--- config.mk ---
export PLATFORM = sky130hd
export DESIGN_NAME = brsc_cell
export DESIGN_NICKNAME = d
export VERILOG_FILES = /design/src/rtl/byte_rotor_stream_cipher_macros.svh /design/src/rtl/brsc_pkg.sv /design/src/rtl/brsc_cell.sv
export SDC_FILE = /design/constraint.sdc
export NUM_CORES = 2
export LEC_CHECK = 0
export BUFFER_PORTS_ARGS = -buffer_cell sky130_fd_sc_hd__buf_4
export CAP_MARGIN = 25
export CORE_UTILIZATION = 55
export DETAILED_ROUTE_END_ITERATION = 12
export PLACE_DENSITY = 0.75
export SETUP_SLACK_MARGIN = 0.1
export SLEW_MARGIN = 20
export SYNTH_ARGS = -nofsm -noshare
export SYNTH_HDL_FRONTEND = slang
export SYNTH_SLANG_ARGS = --single-unit
--- constraint.sdc ---
create_clock -name clk -period 5.81 [get_ports clk]
set_clock_uncertainty 0.15 [all_clocks]
set_input_delay 1.162 -clock clk [delete_from_list [all_inputs] [get_ports clk]]
set_output_delay 1.162 -clock clk [all_outputs]
set_load 0.005 [all_outputs]
--- src/rtl/byte_rotor_stream_cipher_macros.svh ---
// assertion macros shared by the byte rotor cipher rtl
// no dependencies; included by files that carry assertions
`ifndef BYTE_ROTOR_STREAM_CIPHER_MACROS_SVH
`define BYTE_ROTOR_STREAM_CIPHER_MACROS_SVH

// same-cycle implication, held off during reset
`define BRSC_ASSERT_IMP(lbl, ck, rn, ante, cons) \
  lbl: assert property (@(posedge ck) disable iff (!rn) (ante) |-> (cons)) \
    else $error("brsc check failed");

// next-cycle implication, held off during reset
`define BRSC_ASSERT_NXT(lbl, ck, rn, ante, cons) \
  lbl: assert property (@(posedge ck) disable iff (!rn) (ante) |=> (cons)) \
    else $error("brsc check failed");

`endif

--- src/rtl/brsc_pkg.sv ---
// shared types and constants of the byte rotor cipher
// no dependencies
package brsc_pkg;

  localparam int MAX_ROUNDS_DEF = 8;
  localparam int CFG_W          = 64;
  localparam int TBL_DEPTH      = 256;

  localparam logic [63:0] POS_STEP    = 64'h0103_0507_090b_0d0f;
  localparam logic [31:0] POS_STEP_LO = 32'h090b_0d0f;
  localparam logic [31:0] POS_STEP_HI = 32'h0103_0507;

  // request codes
  localparam logic [1:0] ACT_WRITE  = 2'd0;
  localparam logic [1:0] ACT_SETPOS = 2'd1;
  localparam logic [1:0] ACT_CIPHER = 2'd2;

  // configuration register indexes
  localparam logic [1:0] REG_DIR    = 2'd0;
  localparam logic [1:0] REG_ROUNDS = 2'd1;
  localparam logic [1:0] REG_BASE   = 2'd2;

  // round counts that transform
  localparam logic [3:0] RC_SHORT = 4'd3;
  localparam logic [3:0] RC_MID   = 4'd5;
  localparam logic [3:0] RC_FULL  = 4'd8;

  // request moving along the cell row; k carries the table index on writes
  typedef struct packed {
    logic       wr;
    logic       ciph;
    logic       dir;
    logic [7:0] k;
    logic [7:0] tval;
  } cell_req_t;

endpackage

--- src/rtl/brsc_cell.sv ---
// one rotor round: private copy of forward and inverse tables, one lookup per cycle
// depends on brsc_pkg
module brsc_cell #(
  parameter int NCELL    = brsc_pkg::MAX_ROUNDS_DEF,
  parameter int CELL_IDX = 0
) (
  input  logic                clk,
  input  logic                rst_n,
  input  brsc_pkg::cell_req_t req_i,
  input  logic [NCELL*8-1:0]  key_i,
  input  logic [NCELL-1:0]    act_i,
  output brsc_pkg::cell_req_t req_o,
  output logic [NCELL*8-1:0]  key_o,
  output logic [NCELL-1:0]    act_o
);

  logic [7:0] fwd_mem [brsc_pkg::TBL_DEPTH];
  logic [7:0] inv_mem [brsc_pkg::TBL_DEPTH];

  logic       wr_r, ciph_r;
  logic [NCELL-1:0]   act_r;
  logic       dir_r;
  logic [7:0] k_r, tval_r, fq_r, iq_r;
  logic [NCELL*8-1:0] key_r;
  logic [7:0] rd_addr, kb, k_out;

  assign rd_addr = req_i.k + key_i[CELL_IDX*8 +: 8];

  // table writes ride the row so every copy changes in request order
  always_ff @(posedge clk) begin
    if (req_i.wr) begin
      fwd_mem[req_i.k]    <= req_i.tval;
      inv_mem[req_i.tval] <= req_i.k;
    end
    fq_r <= fwd_mem[rd_addr];
    iq_r <= inv_mem[req_i.k];
  end

  always_ff @(posedge clk) begin
    if (!rst_n) begin
      wr_r   <= 1'b0;
      ciph_r <= 1'b0;
      act_r  <= '0;
    end else begin
      wr_r   <= req_i.wr;
      ciph_r <= req_i.ciph;
      act_r  <= act_i;
    end
  end

  always_ff @(posedge clk) begin
    dir_r  <= req_i.dir;
    k_r    <= req_i.k;
    tval_r <= req_i.tval;
    key_r  <= key_i;
  end

  assign kb = key_r[CELL_IDX*8 +: 8];

  always_comb begin
    if (!act_r[CELL_IDX]) begin
      k_out = k_r;
    end else if (dir_r) begin
      k_out = iq_r - kb;
    end else begin
      k_out = fq_r;
    end
  end

  always_comb begin
    req_o.wr   = wr_r;
    req_o.ciph = ciph_r;
    req_o.dir  = dir_r;
    req_o.k    = k_out;
    req_o.tval = tval_r;
  end

  assign key_o = key_r;
  assign act_o = act_r;

endmodule

==> results.py <==
metrics = {
    "pwr": {
        "p_total_mw": 64.8,
        "ir_drop_mv": 0.297,
        "p_leak_nw": 56.9,
        "powerDensity_nw_per_um2": 356,
    },
    "clocking": {
        "cts_sinks": 4203,
        "tritoncts": "built",
        "post_cts_buffers": 0,
        "clock_path_buffers": 4,
        "root_buffer": "clkbuf_16",
        "cts_hold_buf": 0,
        "insertion_delay_ns": 0.95,
        "cts_resized": 0,
        "clkTransAtPathRegs_ns": 0.06,
        "cts_buffers": 408,
        "htree_levels": 5,
    },
    "final_layout": {
        "final_util_pct": 62.4,
        "regArea_um2": 125000,
        "final_common_cell": "edfxtp_1",
        "drive_gt1_share_pct": 27.4,
        "syn_to_final_growth_pct": 12.6,
        "nFillCells": 18800,
        "multi_input_area_um2": 34700,
        "nNetsFinal": 7917,
        "layout_common_cells": "edfxtp_1 (4,096), mux4_2 (1,182), nor2_1 (552), clkbuf_16 (415), buf_4 (376)",
    },
    "floorplan": {
        "initial_core_util_pct": 55.5,
        "io_pins": 184,
        "num_rows": 198,
        "dieHeight_um": 544,
        "die_w_um": 544,
        "core_um2": 292000,
        "die_area_um2": 296000,
    },
    "critical_path": {
        "crit_fanout": 2,
        "slowest_stage": "dfxtp_1",
        "crit_path_end_kind": "output pin",
        "worstReg2RegEnd": "iq_r[1]$_DFF_P_",
        "path_buf_inv": 2,
        "cp.required_ns": 4.50,
        "reg2reg_depth": 6,
        "crit_top_cell": "a21o_1",
        "arrival_ns": 3.63,
        "cp_cell_sequence": "ha_1, inv_1, fa_1, a21o_1, a21o_1, a21o_1, a21oi_1, xnor2_1, mux2i_1, a21oi_1, buf_4",
        "crit_path_start_kind": "flop",
        "critPathKind": "reg -> out",
        "rr_startpoint": "inv_mem[127][1]$_DFFE_PP_",
        "path_depth": 11,
        "cpPeakStageDelay_ns": 0.42,
        "critPathTopFamily": "compound AO/OA/AOI/OAI gates",
        "reg2reg_slack_ns": 2.82,
    },
    "detailed_routing": {
        "wl_per_cell_um": 32.8,
        "routed-via-count": 79200,
        "final_antenna_net_count": 0,
        "drc": 0,
        "first_pass_iters": 6,
        "via_per_inst": 6.57,
        "drt_iter0_drc": 11300,
        "wirelength_um": 395000,
    },
    "grt": {
        "overflow": 0,
        "grt_max_degree": 164,
        "grt_pass1_vias": 80100,
        "antenna_found_initial": 18,
        "grt_first_pass_wirelength_um": 569000,
        "grtUsageTotal_pct": 26.8,
    },
    "place": {
        "place_congestion": 0.923,
        "numPortBuffers": 183,
        "dpl.hpwl_um": 236000,
    },
    "sta": {
        "setup_tns_ns": 0,
        "relSlewSlack_pct": 27.6,
        "slew_violations": 0,
        "setup_viol": 0,
        "rsz0062_at_grt": "no",
        "hold_viol_final": 0,
        "finalCriticalPeriod_ns": 4.95,
        "period_share_pct": 85.1,
        "fmax_ghz": 0.202,
        "worst_pin_slew_ns": 1.09,
    },
    "logic_synthesis": {
        "avgSynthCellArea_um2": 21.9,
        "synth_area_um2": 162000,
        "syn-num-nets": 7500,
        "ys_warn_count": 0,
        "synth_edf_count": 4096,
        "synth.distinct_cells": 65,
        "ys_seq_area_share_pct": 77.4,
        "ys_async_sr_fraction_pct": 0,
        "syn_inst": 7391,
        "synthFlopType": "edfxtp_1",
        "ys_seq_elements": 4203,
    },
    "worst_hold_path": {
        "holdPathStages": 1,
        "holdPathEnd": "key_o[54]$_DFF_P_",
        "worst_hold_path_type": "in -> reg",
        "worst_hold_startpoint": "key_i[54]",
    },
    "run_status": {
        "status": "completed",
    },
    "flow_run": {
        "max_cap_violations": 0,
    },
}
## worst reg2reg max path, stage by stage, from the launching register on
cell      delay (ns)
edfxtp_1        0.39
mux4_2          0.48
mux4_2          0.52
mux2_2          0.30
a21oi_1         0.50
o21ai_0         0.15
a221o_1         0.42
## cells in the mapped netlist (28+ instances only)
master / count / area [µm²]
edfxtp_1: 4096 / 123000
mux4_2: 1182 / 26600
nor2_1: 554 / 2080
nand2_1: 314 / 1180
clkbuf_1: 252 / 946
nand3_1: 178 / 891
buf_2: 122 / 611
dfxtp_1: 107 / 2140
a21oi_1: 55 / 275
mux2i_1: 45 / 450
nor2b_1: 36 / 225
buf_4: 33 / 248
a31oi_1: 32 / 200
nand4_1: 28 / 175
## registers in the layout, indices dropped and copies added, names as in the netlist
register	count
fq_r	8
dir_r	1
tval_r	8
fwd_mem	2048
iq_r	8
wr_r	1
key_o	64
act_o	8
k_r	8
inv_mem	2048
ciph_r	1
## cell families after synthesis
| group | after synthesis | synth area share (%) |
|---|---|---|
| flip-flops | 4203 | 77.4 |
| multiplexers | 1232 | 16.8 |
| AND/OR/NAND/NOR | 1217 | 3.25 |
| buffers and inverters | 452 | 1.26 |
| AO/OA/AOI/OAI | 256 | 1.11 |
| adder cells (fa/ha/maj) | 16 | 0.133 |
| XOR/XNOR | 15 | 0.0859 |
## layout make-up
class | count | area share [%]
antenna | 7 | 0.00962
clock buffer | 543 | 6.07
clock inverter | 208 | 1.16
inverter | 16 | 0.0330
multi-input combinational | 2736 | 19.1
sequential | 4203 | 68.7
tap | 3900 | 2.68
timing repair buffer | 443 | 2.24
## how the worst max path moves through the flow
stage	to	slack [ns]	start
after floorplan	fq_r[3]$_DFF_P_	0.65	req_i[9]
after global placement	fq_r[6]$_DFF_P_	0.27	req_i[8]
after detailed placement	fq_r[6]$_DFF_P_	0.30	req_i[8]
after CTS	req_o[14]	0.84	key_o[0]$_DFF_P_
after global routing	req_o[14]	0.83	iq_r[0]$_DFF_P_
final	req_o[14]	0.86	key_o[0]$_DFF_P_
## through the flow
| step | hold slack [ns] | std cells | setup slack [ns] | area, µm² |
|---|---|---|---|---|
| 2_1_floorplan | 0.710 | 7391 | 0.651 | 162000 |
| 3_3_place_gp | 0.777 | 11300 | 0.272 | 169000 |
| 3_5_place_dp | 0.800 | 11300 | 0.299 | 169000 |
| 4_1_cts | 0.106 | 12000 | 0.838 | 182000 |
| 5_1_grt | 0.142 | 12100 | 0.832 | 182000 |
| 6_report | 0.165 | 12100 | 0.865 | 182000 |
## where the power goes
part / total (mW) / internal, mW / switching, mW
Combinational: 5.16 / 2.01 / 3.15
Sequential: 33.5 / 33.4 / 0.128
Clock: 26.1 / 15.1 / 11.1
Total: 64.8 / 50.5 / 14.3
## per-layer routing
metal | routed length [µm] | GRT usage (%) | part of all wire, % | up-vias
met1 | 139000 | 36.0 | 35 | 41600
li1 | - | - | - | 31600
met5 | 23 | 0 | 0.0058 | -
met4 | 20700 | 12.2 | 5.2 | 4
met2 | 194000 | 43.5 | 49 | 5048
met3 | 40500 | 4.64 | 10 | 903
(Power assumes the default switching activity.)
