--- config.mk ---
export PLATFORM = sky130hd
export DESIGN_NAME = brsc_pos
export DESIGN_NICKNAME = d
export VERILOG_FILES = /design/src/rtl/byte_rotor_stream_cipher_macros.svh /design/src/rtl/brsc_pkg.sv /design/src/rtl/brsc_pos.sv
export SDC_FILE = /design/constraint.sdc
export NUM_CORES = 2
export LEC_CHECK = 0
export BUFFER_PORTS_ARGS = -buffer_cell sky130_fd_sc_hd__buf_4
export CAP_MARGIN = 25
export CORE_MARGIN = 1.5
export CORE_UTILIZATION = 50
export CTS_CLUSTER_DIAMETER = 80
export CTS_CLUSTER_SIZE = 28
export DETAILED_ROUTE_END_ITERATION = 10
export HOLD_SLACK_MARGIN = 0.1
export PLACE_DENSITY_LB_ADDON = 0.08
export SLEW_MARGIN = 20
export SYNTH_ARGS = -nofsm -noshare
export SYNTH_HDL_FRONTEND = slang
export SYNTH_SLANG_ARGS = --single-unit
--- constraint.sdc ---
create_clock -name clk -period 19.45 [get_ports clk]
set_input_delay 3.89 -clock clk [delete_from_list [all_inputs] [get_ports clk]]
set_output_delay 3.89 -clock clk [all_outputs]
set_load 0.02 [all_outputs]
--- src/rtl/byte_rotor_stream_cipher_macros.svh ---
// assertion macros shared by the byte rotor cipher rtl
// no dependencies; included by files that carry assertions
`ifndef BYTE_ROTOR_STREAM_CIPHER_MACROS_SVH
`define BYTE_ROTOR_STREAM_CIPHER_MACROS_SVH

// same-cycle implication, held off during reset
`define BRSC_ASSERT_IMP(lbl, ck, rn, ante, cons) \
  lbl: assert property (@(posedge ck) disable iff (!rn) (ante) |-> (cons)) \
    else $error("brsc check failed");

// next-cycle implication, held off during reset
`define BRSC_ASSERT_NXT(lbl, ck, rn, ante, cons) \
  lbl: assert property (@(posedge ck) disable iff (!rn) (ante) |=> (cons)) \
    else $error("brsc check failed");

`endif

--- src/rtl/brsc_pkg.sv ---
// shared types and constants of the byte rotor cipher
// no dependencies
package brsc_pkg;

  localparam int MAX_ROUNDS_DEF = 8;
  localparam int CFG_W          = 64;
  localparam int TBL_DEPTH      = 256;

  localparam logic [63:0] POS_STEP    = 64'h0103_0507_090b_0d0f;
  localparam logic [31:0] POS_STEP_LO = 32'h090b_0d0f;
  localparam logic [31:0] POS_STEP_HI = 32'h0103_0507;

  // request codes
  localparam logic [1:0] ACT_WRITE  = 2'd0;
  localparam logic [1:0] ACT_SETPOS = 2'd1;
  localparam logic [1:0] ACT_CIPHER = 2'd2;

  // configuration register indexes
  localparam logic [1:0] REG_DIR    = 2'd0;
  localparam logic [1:0] REG_ROUNDS = 2'd1;
  localparam logic [1:0] REG_BASE   = 2'd2;

  // round counts that transform
  localparam logic [3:0] RC_SHORT = 4'd3;
  localparam logic [3:0] RC_MID   = 4'd5;
  localparam logic [3:0] RC_FULL  = 4'd8;

  // request moving along the cell row; k carries the table index on writes
  typedef struct packed {
    logic       wr;
    logic       ciph;
    logic       dir;
    logic [7:0] k;
    logic [7:0] tval;
  } cell_req_t;

endpackage

--- src/rtl/brsc_pos.sv ---
// position word unit: start position multiply, position register, key byte lanes
// depends on brsc_pkg
module brsc_pos #(
  parameter int NCELL = brsc_pkg::MAX_ROUNDS_DEF
) (
  input  logic                  clk,
  input  logic                  rst_n,
  input  logic                  in_acc,
  input  logic [1:0]            action,
  input  logic [7:0]            tidx,
  input  logic [7:0]            tval,
  input  logic [63:0]           start_pos,
  input  logic [7:0]            data,
  input  logic                  dir,
  input  logic [3:0]            rounds,
  input  logic [63:0]           base,
  output brsc_pkg::cell_req_t   req_o,
  output logic [NCELL*8-1:0]    key_o,
  output logic [NCELL-1:0]      act_o
);

  logic        s1_wr_r, s1_set_r, s1_ciph_r;
  logic [7:0]  s1_a_r, s1_b_r;
  logic [63:0] pp0_r;
  logic [31:0] pp1_r, pp2_r;
  logic [63:0] pp0_nxt;
  logic [31:0] pp1_nxt, pp2_nxt;

  logic [63:0] pos_r, pos_nxt, pos_set;
  logic        wr_r, ciph_r;
  logic        dir_r;
  logic [7:0]  k_r, tval_r;
  logic [NCELL*8-1:0] key_r, key_nxt;
  logic [NCELL-1:0]   act_r, act_nxt;
  logic        rvalid;

  // start * step mod 2^64 as three 32x32 partial products
  assign pp0_nxt = 64'(start_pos[31:0]) * 64'(brsc_pkg::POS_STEP_LO);
  assign pp1_nxt = start_pos[31:0] * brsc_pkg::POS_STEP_HI;
  assign pp2_nxt = start_pos[63:32] * brsc_pkg::POS_STEP_LO;

  always_ff @(posedge clk) begin
    if (!rst_n) begin
      s1_wr_r   <= 1'b0;
      s1_set_r  <= 1'b0;
      s1_ciph_r <= 1'b0;
    end else begin
      s1_wr_r   <= in_acc && (action == brsc_pkg::ACT_WRITE);
      s1_set_r  <= in_acc && (action == brsc_pkg::ACT_SETPOS);
      s1_ciph_r <= in_acc && (action == brsc_pkg::ACT_CIPHER);
    end
  end

  always_ff @(posedge clk) begin
    s1_a_r <= (action == brsc_pkg::ACT_WRITE) ? tidx : data;
    s1_b_r <= tval;
    pp0_r  <= pp0_nxt;
    pp1_r  <= pp1_nxt;
    pp2_r  <= pp2_nxt;
  end

  assign pos_set = base + pp0_r + {pp1_r + pp2_r, 32'b0};

  always_comb begin
    if (s1_set_r) begin
      pos_nxt = pos_set;
    end else if (s1_ciph_r) begin
      pos_nxt = pos_r + brsc_pkg::POS_STEP;
    end else begin
      pos_nxt = pos_r;
    end
  end

  assign rvalid = ((rounds == brsc_pkg::RC_SHORT) || (rounds == brsc_pkg::RC_MID) ||
                   (rounds == brsc_pkg::RC_FULL)) && (rounds <= 4'(NCELL));

  // cell j uses byte j on decrypt and byte rounds-1-j on encrypt
  for (genvar j = 0; j < NCELL; j++) begin : g_key
    logic [2:0] src;
    assign src = dir ? 3'(j) : 3'(rounds - 4'd1 - 4'(j));
    assign key_nxt[j*8 +: 8] = pos_r[src*8 +: 8];
    assign act_nxt[j] = s1_ciph_r && rvalid && (4'(j) < rounds);
  end

  always_ff @(posedge clk) begin
    if (!rst_n) begin
      pos_r  <= '0;
      wr_r   <= 1'b0;
      ciph_r <= 1'b0;
      act_r  <= '0;
    end else begin
      pos_r  <= pos_nxt;
      wr_r   <= s1_wr_r;
      ciph_r <= s1_ciph_r;
      act_r  <= act_nxt;
    end
  end

  always_ff @(posedge clk) begin
    dir_r  <= dir;
    k_r    <= s1_a_r;
    tval_r <= s1_b_r;
    key_r  <= key_nxt;
  end

  always_comb begin
    req_o.wr   = wr_r;
    req_o.ciph = ciph_r;
    req_o.dir  = dir_r;
    req_o.k    = k_r;
    req_o.tval = tval_r;
  end

  assign key_o = key_r;
  assign act_o = act_r;

endmodule

==> metrics <==
CP arrival=10440 ps; Netlist cell types=89; clk sinks=295; vias in the first global route=approximately 34000; CTS max path bufs=3; Tot GR Track Use=27.3%; CORE AREA=88600 sq um; RSZ-0062 raised after global routing=no; via density per instance=5.27; accumulated negative setup slack=0 ps; Post-CTS Resized=0; total CTS buffers=21; Worst Skew=49.9 ps; GR Layer Usage met1=37.5%; worst min path class=reg2reg; most frequent CP cell=inv_1; crit share post-route=between 50 and 60%; EDFF count, synth=0; Vias=32800; port buffer count=252; Max Clk Rate=roughly 100 MHz; # fillers=around 8300; WL per Instance=between 15 and 20 um; Buf/Inv on CP=7; largest net degree at the start of global routing=93; Starting Density=50.6%; Routed WL=122 mm; cell count after synthesis=4850; Max Cap Viol=0; clock root cell=clkbuf_16; fin crit period=10010 ps; Die Footprint=91500 sq um; Max H-tree Level=1; ys flop type=dfxtp_1; Placer Congestion=0.940; Slew @ Worst Pin=between 900 and 1000 ps; synth warn=0; Pre-antenna DRT Iters=9; sequential share of the synthesized area=13.2%; Skew-Pair Late Insertion Delay=580 ps; met3 usage=2.60%; Worst-path clk slew=100 ps; Mapped Area=about 45000 sq um; CP max stage delay=approximately 570 ps; Slew HR=37.3%; Die H=approximately 300 um; first-pass GRT wire length=between 150 and 200 mm; Cell Rows=109; Final nets=~6600; Hold Buf Count CTS=0; DRC Markers=42; GRT overflow=0; crit path cell chain=buf_4 > inv_1 > fa_1 > inv_1 > ha_1 > ha_1 > inv_1 > fa_1 > inv_1 > fa_1 > fa_1 > inv_1 > fa_1 > inv_1 > ha_1 > nand4_1 > nor3_1 > nand2_1 > o2111ai_1 > a21oi_2 > o41a_2 > o21ai_1 > o221ai_1 > xnor2_1; CTS tree=yes; grt met2 use=44.7%; syn_area_per_cell=~9.2 sq um; gr busiest metal=met2; asr flop ratio synth=0%; run status=complete, but fails checks; CP max FO=10; startpoint types=input port; Post-CTS Repair Setup Buffers=0; Setup Crit Path Kind=in2reg; Syn Nets=around 6400; Seq cells post-synth=approximately 300; Die W=302 um; crit-path leading delay family=adder cells; failing checks=design-rule violations; share of post-route cells with drive strength above 1=8.48%; Critical Path Sink Type=flop; post-detail-place hpwl=106 mm; max-slew violation count=0; Crit-path slowest cell=fa_1; CP required=19880 ps; Area growth syn-to-layout=8.52%; # IOs=around 250; Detailed Route Iter0 Violations=1931; ANT nets after route=0; final hold violation count=0; final setup fails=0; antenna violations before repair=0
==> flip-flops by register name, summed over array words and instances (netlist names) <==
signal / cells
wr_r: 1
key_o: 64
act_o: 8
s1_set_r: 1
tval_r: 8
ciph_r: 1
pos_r: 64
k_r: 8
dir_r: 1
s1_b_r: 8
pp1_r: 32
s1_a_r: 8
s1_ciph_r: 1
s1_wr_r: 1
pp2_r: 32
pp0_r: 57
==> cell type report <==
class                      instances  area (sq um)  share of cell area (%)
timing repair buffer             262          2010                    4.12
antenna                            1          2.50                 0.00514
clock inverter                    15           220                   0.452
tap                             1165          1460                    3.00
sequential                       295          5910                    12.1
multi-input combinational       3198         33800                    69.5
inverter                        1254          4710                    9.67
clock buffer                      22           529                    1.09
==> cell usage after synthesis (80+ instances only) <==
library cell	count	area, sq um
nand2_1	211	792
a21o_1	99	743
dfxtp_1	295	5910
xor2_1	92	806
fa_1	558	11200
nor2_1	167	627
xnor2_1	202	1770
clkbuf_1	80	300
inv_1	1253	4700
o21ai_0	106	531
a21oi_1	213	1070
ha_1	818	10200
==> layout by cell type, fill, tap and decap left out, types with 13 or more instances in the layout <==
master | synthesis | final
clkbuf_16 | 0 | 21
xor2_1 | 92 | 92
nor2_1 | 167 | 164
o21a_1 | 23 | 23
buf_4 | 3 | 260
ha_1 | 818 | 818
inv_1 | 1253 | 1253
nor2b_1 | 22 | 22
o211ai_1 | 13 | 13
nand2_1 | 211 | 211
mux2i_1 | 67 | 67
nand3_1 | 60 | 60
a31oi_1 | 26 | 26
a21o_1 | 99 | 99
a211oi_1 | 53 | 53
mux4_2 | 32 | 32
and3_1 | 16 | 16
mux2_2 | 58 | 58
xnor2_1 | 202 | 202
dfxtp_1 | 295 | 294
nand2b_1 | 27 | 27
o21bai_1 | 42 | 42
o21ai_0 | 106 | 106
fa_1 | 558 | 558
nand4_1 | 38 | 38
a21oi_1 | 213 | 213
or3_1 | 16 | 16
nor3_1 | 40 | 40
o21ai_1 | 24 | 24
==> through the flow <==
step | hold WS, ps | util, % | std cells | setup slack, ps | instance area [sq um]
floorplan | 310 | - | 4850 | 9780 | 44800
global placement | 310 | 54.0 | 6171 | 8900 | 47900
detailed placement | 312 | 54.0 | 6172 | 8880 | 47900
CTS | 336 | 54.8 | 6209 | 9430 | 48600
global route | 340 | 54.9 | 6211 | 9060 | 48700
finish | 335 | 54.9 | 6212 | 9440 | 48700
==> final timing paths <==
| kind | start | endpoint | slack [ps] | cells past startpoint |
|---|---|---|---|---|
| worst max-delay path | start_pos[21] | pp0_r[57] | 9440 | 24 |
| worst min-delay path | s1_a_r[5] | k_r[5] | 340 | 0 |
| worst max register to register | pp1_r[0] | pos_r[60] | 12980 | 25 |
| worst min register to register | s1_a_r[5] | k_r[5] | 340 | 0 |
==> cell families after synthesis <==
logic type / after synthesis / synth area share, %
adders and majority gates: 1376 / 47.7
DFF: 295 / 13.2
buffers and inverters: 1357 / 11.4
AOI/OAI and AO/OA: 723 / 10.5
and+or+nand+nor: 648 / 6.83
xor gates and xnor gates: 294 / 5.74
muxes: 157 / 4.56
==> routing by layer <==
metal / vias up / routed length, um / part of all wire, %
met1: 15800 / 55400 / 45
met4: 0 / 5490 / 4.5
met3: 181 / 5240 / 4.3
met2: 777 / 55800 / 46
met5: - / 0 / 0
li1: 16000 / - / -
Power is left out: the tool's default activity adds up to more than one toggle a clock period on the data nets, which glitch-free logic cannot reach.
