<file path="src/rtl/byte_rotor_stream_cipher_macros.svh">
// assertion macros shared by the byte rotor cipher rtl
// no dependencies; included by files that carry assertions
`ifndef BYTE_ROTOR_STREAM_CIPHER_MACROS_SVH
`define BYTE_ROTOR_STREAM_CIPHER_MACROS_SVH

// same-cycle implication, held off during reset
`define BRSC_ASSERT_IMP(lbl, ck, rn, ante, cons) \
  lbl: assert property (@(posedge ck) disable iff (!rn) (ante) |-> (cons)) \
    else $error("brsc check failed");

// next-cycle implication, held off during reset
`define BRSC_ASSERT_NXT(lbl, ck, rn, ante, cons) \
  lbl: assert property (@(posedge ck) disable iff (!rn) (ante) |=> (cons)) \
    else $error("brsc check failed");

`endif

</file>
<file path="src/rtl/brsc_fifo.sv">
// result queue between the cell row and the output channel
// depends on the assertion macro header
`include "byte_rotor_stream_cipher_macros.svh"

module brsc_fifo #(
  parameter int DEPTH = 16
) (
  input  logic       clk,
  input  logic       rst_n,
  input  logic       wr_en,
  input  logic [7:0] wr_data,
  output logic       out_valid,
  input  logic       out_stall,
  output logic [7:0] out_data
);

  localparam int PTR_W = $clog2(DEPTH);
  localparam int CNT_W = $clog2(DEPTH + 1);

  logic [7:0]       mem [DEPTH];
  logic [PTR_W-1:0] wptr_r, rptr_r;
  logic [CNT_W-1:0] cnt_r, cnt_nxt;
  logic             rd_en;

  assign out_valid = (cnt_r != '0);
  assign rd_en     = out_valid && !out_stall;
  assign out_data  = mem[rptr_r];

  always_comb begin
    cnt_nxt = cnt_r;
    if (wr_en && !rd_en) begin
      cnt_nxt = cnt_r + 1'b1;
    end else if (!wr_en && rd_en) begin
      cnt_nxt = cnt_r - 1'b1;
    end
  end

  always_ff @(posedge clk) begin
    if (!rst_n) begin
      wptr_r <= '0;
      rptr_r <= '0;
      cnt_r  <= '0;
    end else begin
      if (wr_en) begin
        wptr_r <= wptr_r + 1'b1;
      end
      if (rd_en) begin
        rptr_r <= rptr_r + 1'b1;
      end
      cnt_r <= cnt_nxt;
    end
  end

  always_ff @(posedge clk) begin
    if (wr_en) begin
      mem[wptr_r] <= wr_data;
    end
  end

  `BRSC_ASSERT_IMP(a_no_overflow, clk, rst_n, wr_en, cnt_r != CNT_W'(DEPTH))

endmodule

</file>
<file path="config.mk">
export PLATFORM = sky130hd
export DESIGN_NAME = brsc_fifo
export DESIGN_NICKNAME = d
export VERILOG_FILES = /design/src/rtl/brsc_fifo.sv
export VERILOG_INCLUDE_DIRS = /design/src /design/src/rtl
export SDC_FILE = /design/constraint.sdc
export NUM_CORES = 1
export LEC_CHECK = 0
export BUFFER_PORTS_ARGS = -buffer_cell sky130_fd_sc_hd__buf_2
export CAP_MARGIN = 5
export CORE_ASPECT_RATIO = 1.4
export CORE_MARGIN = 1.5
export CORE_UTILIZATION = 35
export DETAILED_ROUTE_END_ITERATION = 6
export GPL_TIMING_DRIVEN = 0
export PLACE_DENSITY = 0.55
export REMOVE_ABC_BUFFERS = 1
export SETUP_SLACK_MARGIN = 0.1
export SYNTH_ARGS = -nofsm -noshare
export SYNTH_HDL_FRONTEND = slang
export SYNTH_SLANG_ARGS = --single-unit
export TNS_END_PERCENT = 50
</file>
<file path="constraint.sdc">
create_clock -name clk -period 2.2 [get_ports clk]
set_input_delay 0.55 -clock clk [delete_from_list [all_inputs] [get_ports clk]]
set_output_delay 0.55 -clock clk [all_outputs]
set_load 0.01 [all_outputs]
</file>
==> results of run 1 <==
metal layers:
| metal | global-route usage (%) | up-vias | routed length, um |
|---|---|---|---|
| met5 | 0 | - | 0 |
| met4 | 4.702 | 0 | 219 |
| met3 | 4.623 | 19 | 451 |
| met2 | 24.87 | 61 | 6042 |
| met1 | 16.47 | 1438 | 4736 |
| li1 | - | 1271 | - |
synthesized netlist by cell type (all sizes together):
| master | n |
|---|---|
| nand3 | 4 |
| inv | 5 |
| and3b | 1 |
| nor3b | 1 |
| or4b | 1 |
| edfxtp | 128 |
| nand2 | 15 |
| a21o | 1 |
| nand4 | 1 |
| nand2b | 2 |
| nor2b | 4 |
| dfxtp | 17 |
| buf | 7 |
| ha | 9 |
| and3 | 1 |
| nor2 | 3 |
| fa | 1 |
| clkdlybuf4s25 | 3 |
| and2 | 25 |
| o21ai | 1 |
| nor4 | 1 |
| and2b | 1 |
| a31oi | 1 |
| a211oi | 2 |
| xor2 | 3 |
| xnor2 | 4 |
| clkbuf | 3 |
| mux2i | 5 |
| nand4b | 1 |
| mux4 | 32 |
| a21oi | 3 |
| a22oi | 16 |
repair_timing:
item	in CTS	in global routing
setup endpoints to repair	13	11
setup buffers	5	0
cloned	2	0
pin swaps	5	1
resized for setup	25	10
power by group:
| group | internal [mW] | total (mW) | switching [mW] |
|---|---|---|---|
| logic | 0.956 | 1.70 | 0.745 |
| registers | 3.10 | 3.25 | 0.143 |
| clock network | 2.11 | 3.16 | 1.06 |
critical path: stages (launching register included):
cell and delay, ns:
dfxtp_4 0.40, buf_12 0.18, mux4_2 0.55, a22oi_1 0.24, nand2_1 0.10, buf_2 0.15
kinds of logic after synthesis:
group                    Yosys count  share of synthesized area (%)
buffers and inverters             18                          1.996
AND/OR/NAND/NOR                   61                          5.881
multiplexers                      37                          14.12
flip-flops                       145                          71.78
AO/OA/AOI/OAI                     24                          2.898
adder cells (fa/ha/maj)           10                          2.275
XOR/XNOR                           7                          1.052
path summary, 6_finish.rpt:
| kind | start | to | slack (ns) | depth (start not counted) |
|---|---|---|---|---|
| worst max register to register | cnt_r[4] | cnt_r[3] | -0.17 | 10 |
| worst max-delay path | flop | out_data[4] | -0.40 | 5 |
| worst min register to register | rptr_r[2] | rptr_r[2] | 0.50 | 2 |
| worst min-delay path | rptr_r[2] | rptr_r[2] | 0.50 | 2 |
state kept, by name, summed over array words and instances (netlist names), named ones only:
name    count
mem       128
cnt_r       5
rptr_r      4
wptr_r      4
final cells by class:
class | instances | area, sq um | share of cell area (%)
flip-flops and latches | 145 | 4193 | 60.70
multi-input cells | 139 | 1551 | 22.46
clock buffers | 19 | 432.9 | 6.267
well taps | 199 | 249.0 | 3.604
repair buffers | 28 | 247.7 | 3.586
clock inverters | 13 | 215.2 | 3.115
inverters | 5 | 18.77 | 0.2717
through the flow:
step                      cells  util [%]  setup slack [ns]  setup TNS (ns)  instance area (sq um)
after floorplan             289         -           -0.6144          -5.068                   5732
after global placement      508     37.44            -1.542          -12.82                   6081
after global routing        548     42.53           -0.4579          -3.770                   6908
after detailed placement    509     37.58           -0.5099          -2.936                   6103
final                       548     42.53           -0.4044          -2.914                   6908
after CTS                   548     42.46           -0.3874          -3.210                   6895
==> run_results.csv, run 1 <==
group,metric,value,unit
clocking,hold_buffers,0,
yosys,synth_area_leaders,"edfxtp_1 (66%), mux4_2 (7.0%), mux4_1 (6.3%)",
timing,period_minus_slack,2.604,ns
grt,grt_overflow,0,
timing,max_slew.worst_pin.slew,0.8128,ns
pwr,ir_worst_vdd,484.3,uV
yosys,avgSynthCellArea,19.30,sq um
clocking,cts_buffer_depth,2,
timing,whs,0.5028,ns
grt,grt_pass1_wl,17620,um
grt,grt_use_total,14.18,%
floorplan,start_util,35.89,%
floorplan,pin_count,21,
yosys,synth_cells,302,
worst_setup_path,worstPathMaxFanout,12,
yosys,yosysSeqAreaShare,71.78,%
pwr,p_leak,2.316,nW
layout,drive_gt1_share,29.80,%
detailed_routing,routedWlPerCell,20.89,um
layout,final_common_cell,"edfxtp_1",
layout,fillers,1424,
detailed_routing,drt_pass1_iterations,6,
floorplan,die_w,112.1,um
clocking,cts_root_buffer,"clkbuf_16",
yosys,syn-cell-area,0.005829,sq mm
clocking,cts_tree,"built",
detailed_routing,vias,2789,
run,maxCapViolCount,0,
yosys,yosysWarnings,0,
detailed_routing,viasPerCell,5.089,
timing,fin_ws,-0.4044,ns
grt,antenna_found_initial,0,
status,status,"complete, but fails checks",
timing,maxSlewViolCount,0,
detailed_routing,drt-total-wl,11450,um
timing,fmax,384.0,MHz
clocking,cts_max_level,4,
timing,rsz0062_at_grt,"true",
grt,grt_pass1_vias,2988,
layout,syn_to_final_growth,18.50,%
placed_design,place_congestion,0.7040,
worst_setup_path,end_kind,"primary output",
clocking,numCtsBuffers,17,
detailed_routing,drt_iter0_drc,232,
pwr,powerDensity,1174,mW/mm^2
timing,post-route-period-util,118.4,%
placed_design,hpwl,6983,um
worst_setup_path,crit_type,"flop to primary output",
grt,grt_max_degree,19,
detailed_routing,ant_nets,0,
clocking,clk_latency,0.42,ns
worst_setup_path,cp_data_arrival_time,2.05,ns
worst_setup_path,critPathLaunchType,"flop",
yosys,ys_seq_elements,145,
layout,diodes,0,
layout,fin_nets,358,
worst_hold_path,min_path_type,"flop to flop",
yosys,yosysTopAreaCellShare,65.94,%
timing,slew_headroom,45.70,%
worst_setup_path,worst_ep_required_time,1.65,ns
clocking,path_clk_slew,0.06,ns
timing,finalSetupViolCount,9,
clocking,numClockSinks,145,
detailed_routing,drcViolationCount,4,
floorplan,die-area,0.01745,sq mm
floorplan,die_h,155.7,um
layout,final_cell_mix,"edfxtp_1 (128), mux4_2 (30), and2_1 (25)",
timing,hold_violations,0,
placed_design,portBuffers,20,
floorplan,rows,55,
timing,clock_skew,0.005067,ns
status,violations,"DRC, setup timing",
yosys,synth_area_leader_cell,"edfxtp_1",
yosys,ys_types,35,
floorplan,coreArea,0.01624,sq mm
pwr,total_power,8.110,mW
(Power assumes the default switching activity.)
==> inputs of run 2 (changes only) <==
- ABC_AREA: not set -> 1
==> run 2 against run 1 <==
Net effect:
- area after synthesis is 10% higher
- sequential power is essentially flat
- power increased by 3.8%
- synthesized cell count is 110% higher
- final cell count rose by 70%
- core utilization up 1.1 points
- critical endpoint is now out_data[1]
- worst setup slack improved by 0.36 ns
- the run ends with setup timing left
- fmax is 16% higher
- clock skew is 0.0064 ns higher
==> run_results.csv, run 2 <==
group,metric,value,unit
status,status,"complete, but fails checks",
status,violations,"setup timing",
floorplan,die_w,117.5,um
detailed_routing,drt-total-wl,15140,um
timing,period_minus_slack,2.241,ns
floorplan,rows,58,
layout,final_cell_mix,"nand2_1 (185), edfxtp_1 (128), inv_1 (111)",
worst_setup_path,worstReg2RegStart,"cnt_r[3]",
worst_setup_path,max_stage_delay,0.39,ns
worst_setup_path,worstPathMaxFanout,10,
timing,clock_skew,0.01143,ns
pwr,ir_worst_vdd,490.6,uV
worst_setup_path,critPathLaunchType,"flop",
yosys,synth_area_leader_cell,"edfxtp_1",
yosys,syn-cell-area,0.006421,sq mm
worst_setup_path,cp_data_arrival_time,1.69,ns
timing,fmax,446.3,MHz
yosys,avgSynthCellArea,9.909,sq um
timing,post-route-period-util,101.9,%
grt,grt_pass1_vias,4288,
yosys,ys_types,20,
worst_setup_path,end_kind,"primary output",
timing,max_slew.worst_pin.slew,0.8565,ns
grt,grt_use_total,16.23,%
yosys,yosysSeqAreaShare,65.16,%
worst_setup_path,crit_family,"buffers and inverters",
grt,antenna_found_initial,0,
worst_setup_path,reg2reg_depth,11,
worst_setup_path,rrSetupSlack,0.25,ns
floorplan,die-area,0.01918,sq mm
timing,finalSetupViolCount,8,
yosys,yosysTopAreaCellShare,59.86,%
pwr,p_leak,3.325,nW
detailed_routing,drt_iter0_drc,330,
placed_design,portBuffers,20,
timing,hold_violations,0,
worst_setup_path,worst_ep_required_time,1.65,ns
worst_setup_path,timing.critical_path.buf_inv,3,
floorplan,coreArea,0.01800,sq mm
worst_hold_path,min_path_type,"primary input to flop",
grt,grt_overflow,0,
clocking,path_clk_slew,0.06,ns
clocking,cts_max_level,4,
detailed_routing,viasPerCell,4.745,
layout,final_common_cell,"nand2_1",
timing,tns,-0.2035,ns
placed_design,place_congestion,0.8001,
yosys,synth_cells,648,
timing,rsz0062_at_grt,"true",
grt,grt_max_degree,33,
detailed_routing,routedWlPerCell,16.25,um
run,maxCapViolCount,0,
timing,fin_ws,-0.04070,ns
worst_setup_path,path_cells,"buf_6, clkbuf_16, nand2_1, nand3_1, nand3_2, nand3_1, nand2_1, buf_2",
worst_setup_path,slowest_stage,"dfxtp_4",
detailed_routing,drt_pass1_iterations,5,
worst_setup_path,r2r_end,"cnt_r[4]",
clocking,numClockSinks,145,
detailed_routing,drcViolationCount,0,
layout,syn_to_final_growth,22.31,%
yosys,synthArstFlopShare,0,%
pwr,total_power,8.417,mW
floorplan,start_util,35.68,%
clocking,cts_buffer_depth,2,
clocking,hold_buffers,0,
clocking,cts_root_buffer,"clkbuf_16",
yosys,post-synth-top-count-cell,"nand2_1",
yosys,yosysWarnings,0,
worst_setup_path,crit_type,"flop to primary output",
yosys,yosys-top-cells-count,"nand2_1 (192), edfxtp_1 (128), inv_1 (113)",
yosys,synth_top_flop_cell,"edfxtp_1",
floorplan,pin_count,21,
detailed_routing,vias,4422,
layout,top_register,"mem",
timing,maxSlewViolCount,0,
grt,grt_pass1_wl,23200,um
worst_hold_path,min_path_cells,3,
layout,diodes,0,
detailed_routing,ant_nets,0,
layout,largest_reg_flops,128,
worst_hold_path,min_from,"rst_n",
placed_design,hpwl,9031,um
pwr,powerDensity,1072,mW/mm^2
layout,drive_gt1_share,19.36,%
yosys,ys_seq_elements,145,
clocking,numCtsBuffers,17,
yosys,synth_area_leaders,"edfxtp_1 (60%), nand2_1 (11%), nand3_1 (7.8%)",
worst_setup_path,path_depth,8,
yosys,synth-edff-count,128,
layout,fin_nets,701,
floorplan,die_h,163.3,um
layout,largest_registers,"mem (128), cnt_r (5)",
clocking,cts_tree,"built",
clocking,clk_latency,0.42,ns
timing,slew_headroom,42.69,%
==> run 2: logic make-up (layout without fill, tap and decap cells) <==
logic type,after synthesis,count (layout),share of synthesized area [%]
buffers and inverters,141,185,9.451
AND/OR/NAND/NOR,333,333,21.63
flip-flops,145,145,65.16
adder cells (fa/ha/maj),10,10,2.066
XOR/XNOR,3,3,0.4093
AO/OA/AOI/OAI,16,16,1.286
==> run 2: final cells by class <==
type,instances,area (sq um)
sequential,145,4198
clock inverter,15,148.9
inverter,116,462.9
clock buffer,17,425.4
timing repair inverter,2,36.28
fill,1728,10140
tap,240,300.3
timing repair buffer,35,356.6
multi-input combinational,362,1926
==> run 2: stage by stage <==
stage               std cells  util [%]  hold WS, ns  setup WS, ns  area [sq um]
global placement          883     36.95       0.5024        -2.504          6650
detailed placement        885     37.22       0.5213       -0.5624          6699
global route              932     43.64       0.4477       -0.1322          7854
finish                    932     43.64       0.4377      -0.04070          7854
floorplan                 623         -       0.4782       -0.8672          6250
CTS                       931     42.78       0.4281      -0.04764          7699
==> run 2: routing by layer <==
| layer | vias up | track usage (%) | share of wire (%) |
|---|---|---|---|
| met3 | 27 | 3.666 | 4.7 |
| met1 | 2126 | 17.75 | 40 |
| met5 | - | 0 | 0 |
| met2 | 127 | 29.01 | 52 |
| li1 | 2142 | - | - |
| met4 | 0 | 9.424 | 2.9 |
==> run 2: where the power goes <==
group	internal, mW	switching [mW]	leakage (nW)
sequential	3.10	0.143	1.30
clock	1.59	1.19	0.279
combinational	0.931	1.46	1.75
total	5.62	2.79	3.32
==> run 2: repair_timing <==
| item | 4_1_cts | 5_1_grt |
|---|---|---|
| buffers inserted | 10 | 0 |
| endpoints found under the setup margin | 10 | 10 |
| gates resized for setup | 63 | 30 |
| hold endpoints to repair | 0 | 0 |
| cloned | 4 | 1 |
| pin swaps | 22 | 8 |
==> run 2: worst max-delay path by stage <==
stage | start | endpoint | slack [ns]
CTS | flop | out_data[6] | -0.05
global route | flop | out_data[0] | -0.13
finish | flop | out_data[1] | -0.04
detailed placement | flop | out_data[3] | -0.56
global placement | flop | out_data[0] | -2.50
floorplan | flop | out_data[6] | -0.87
==> run 2: worst register-to-register path, stage by stage (launching register included) <==
cell	delay, ns
dfxtp_1	0.34
nor2_2	0.16
nand3_4	0.11
nand2_4	0.11
ha_2	0.18
inv_2	0.08
ha_1	0.29
or2_2	0.29
nand3_1	0.09
nand2_1	0.05
o21ai_1	0.12
inv_1	0.04
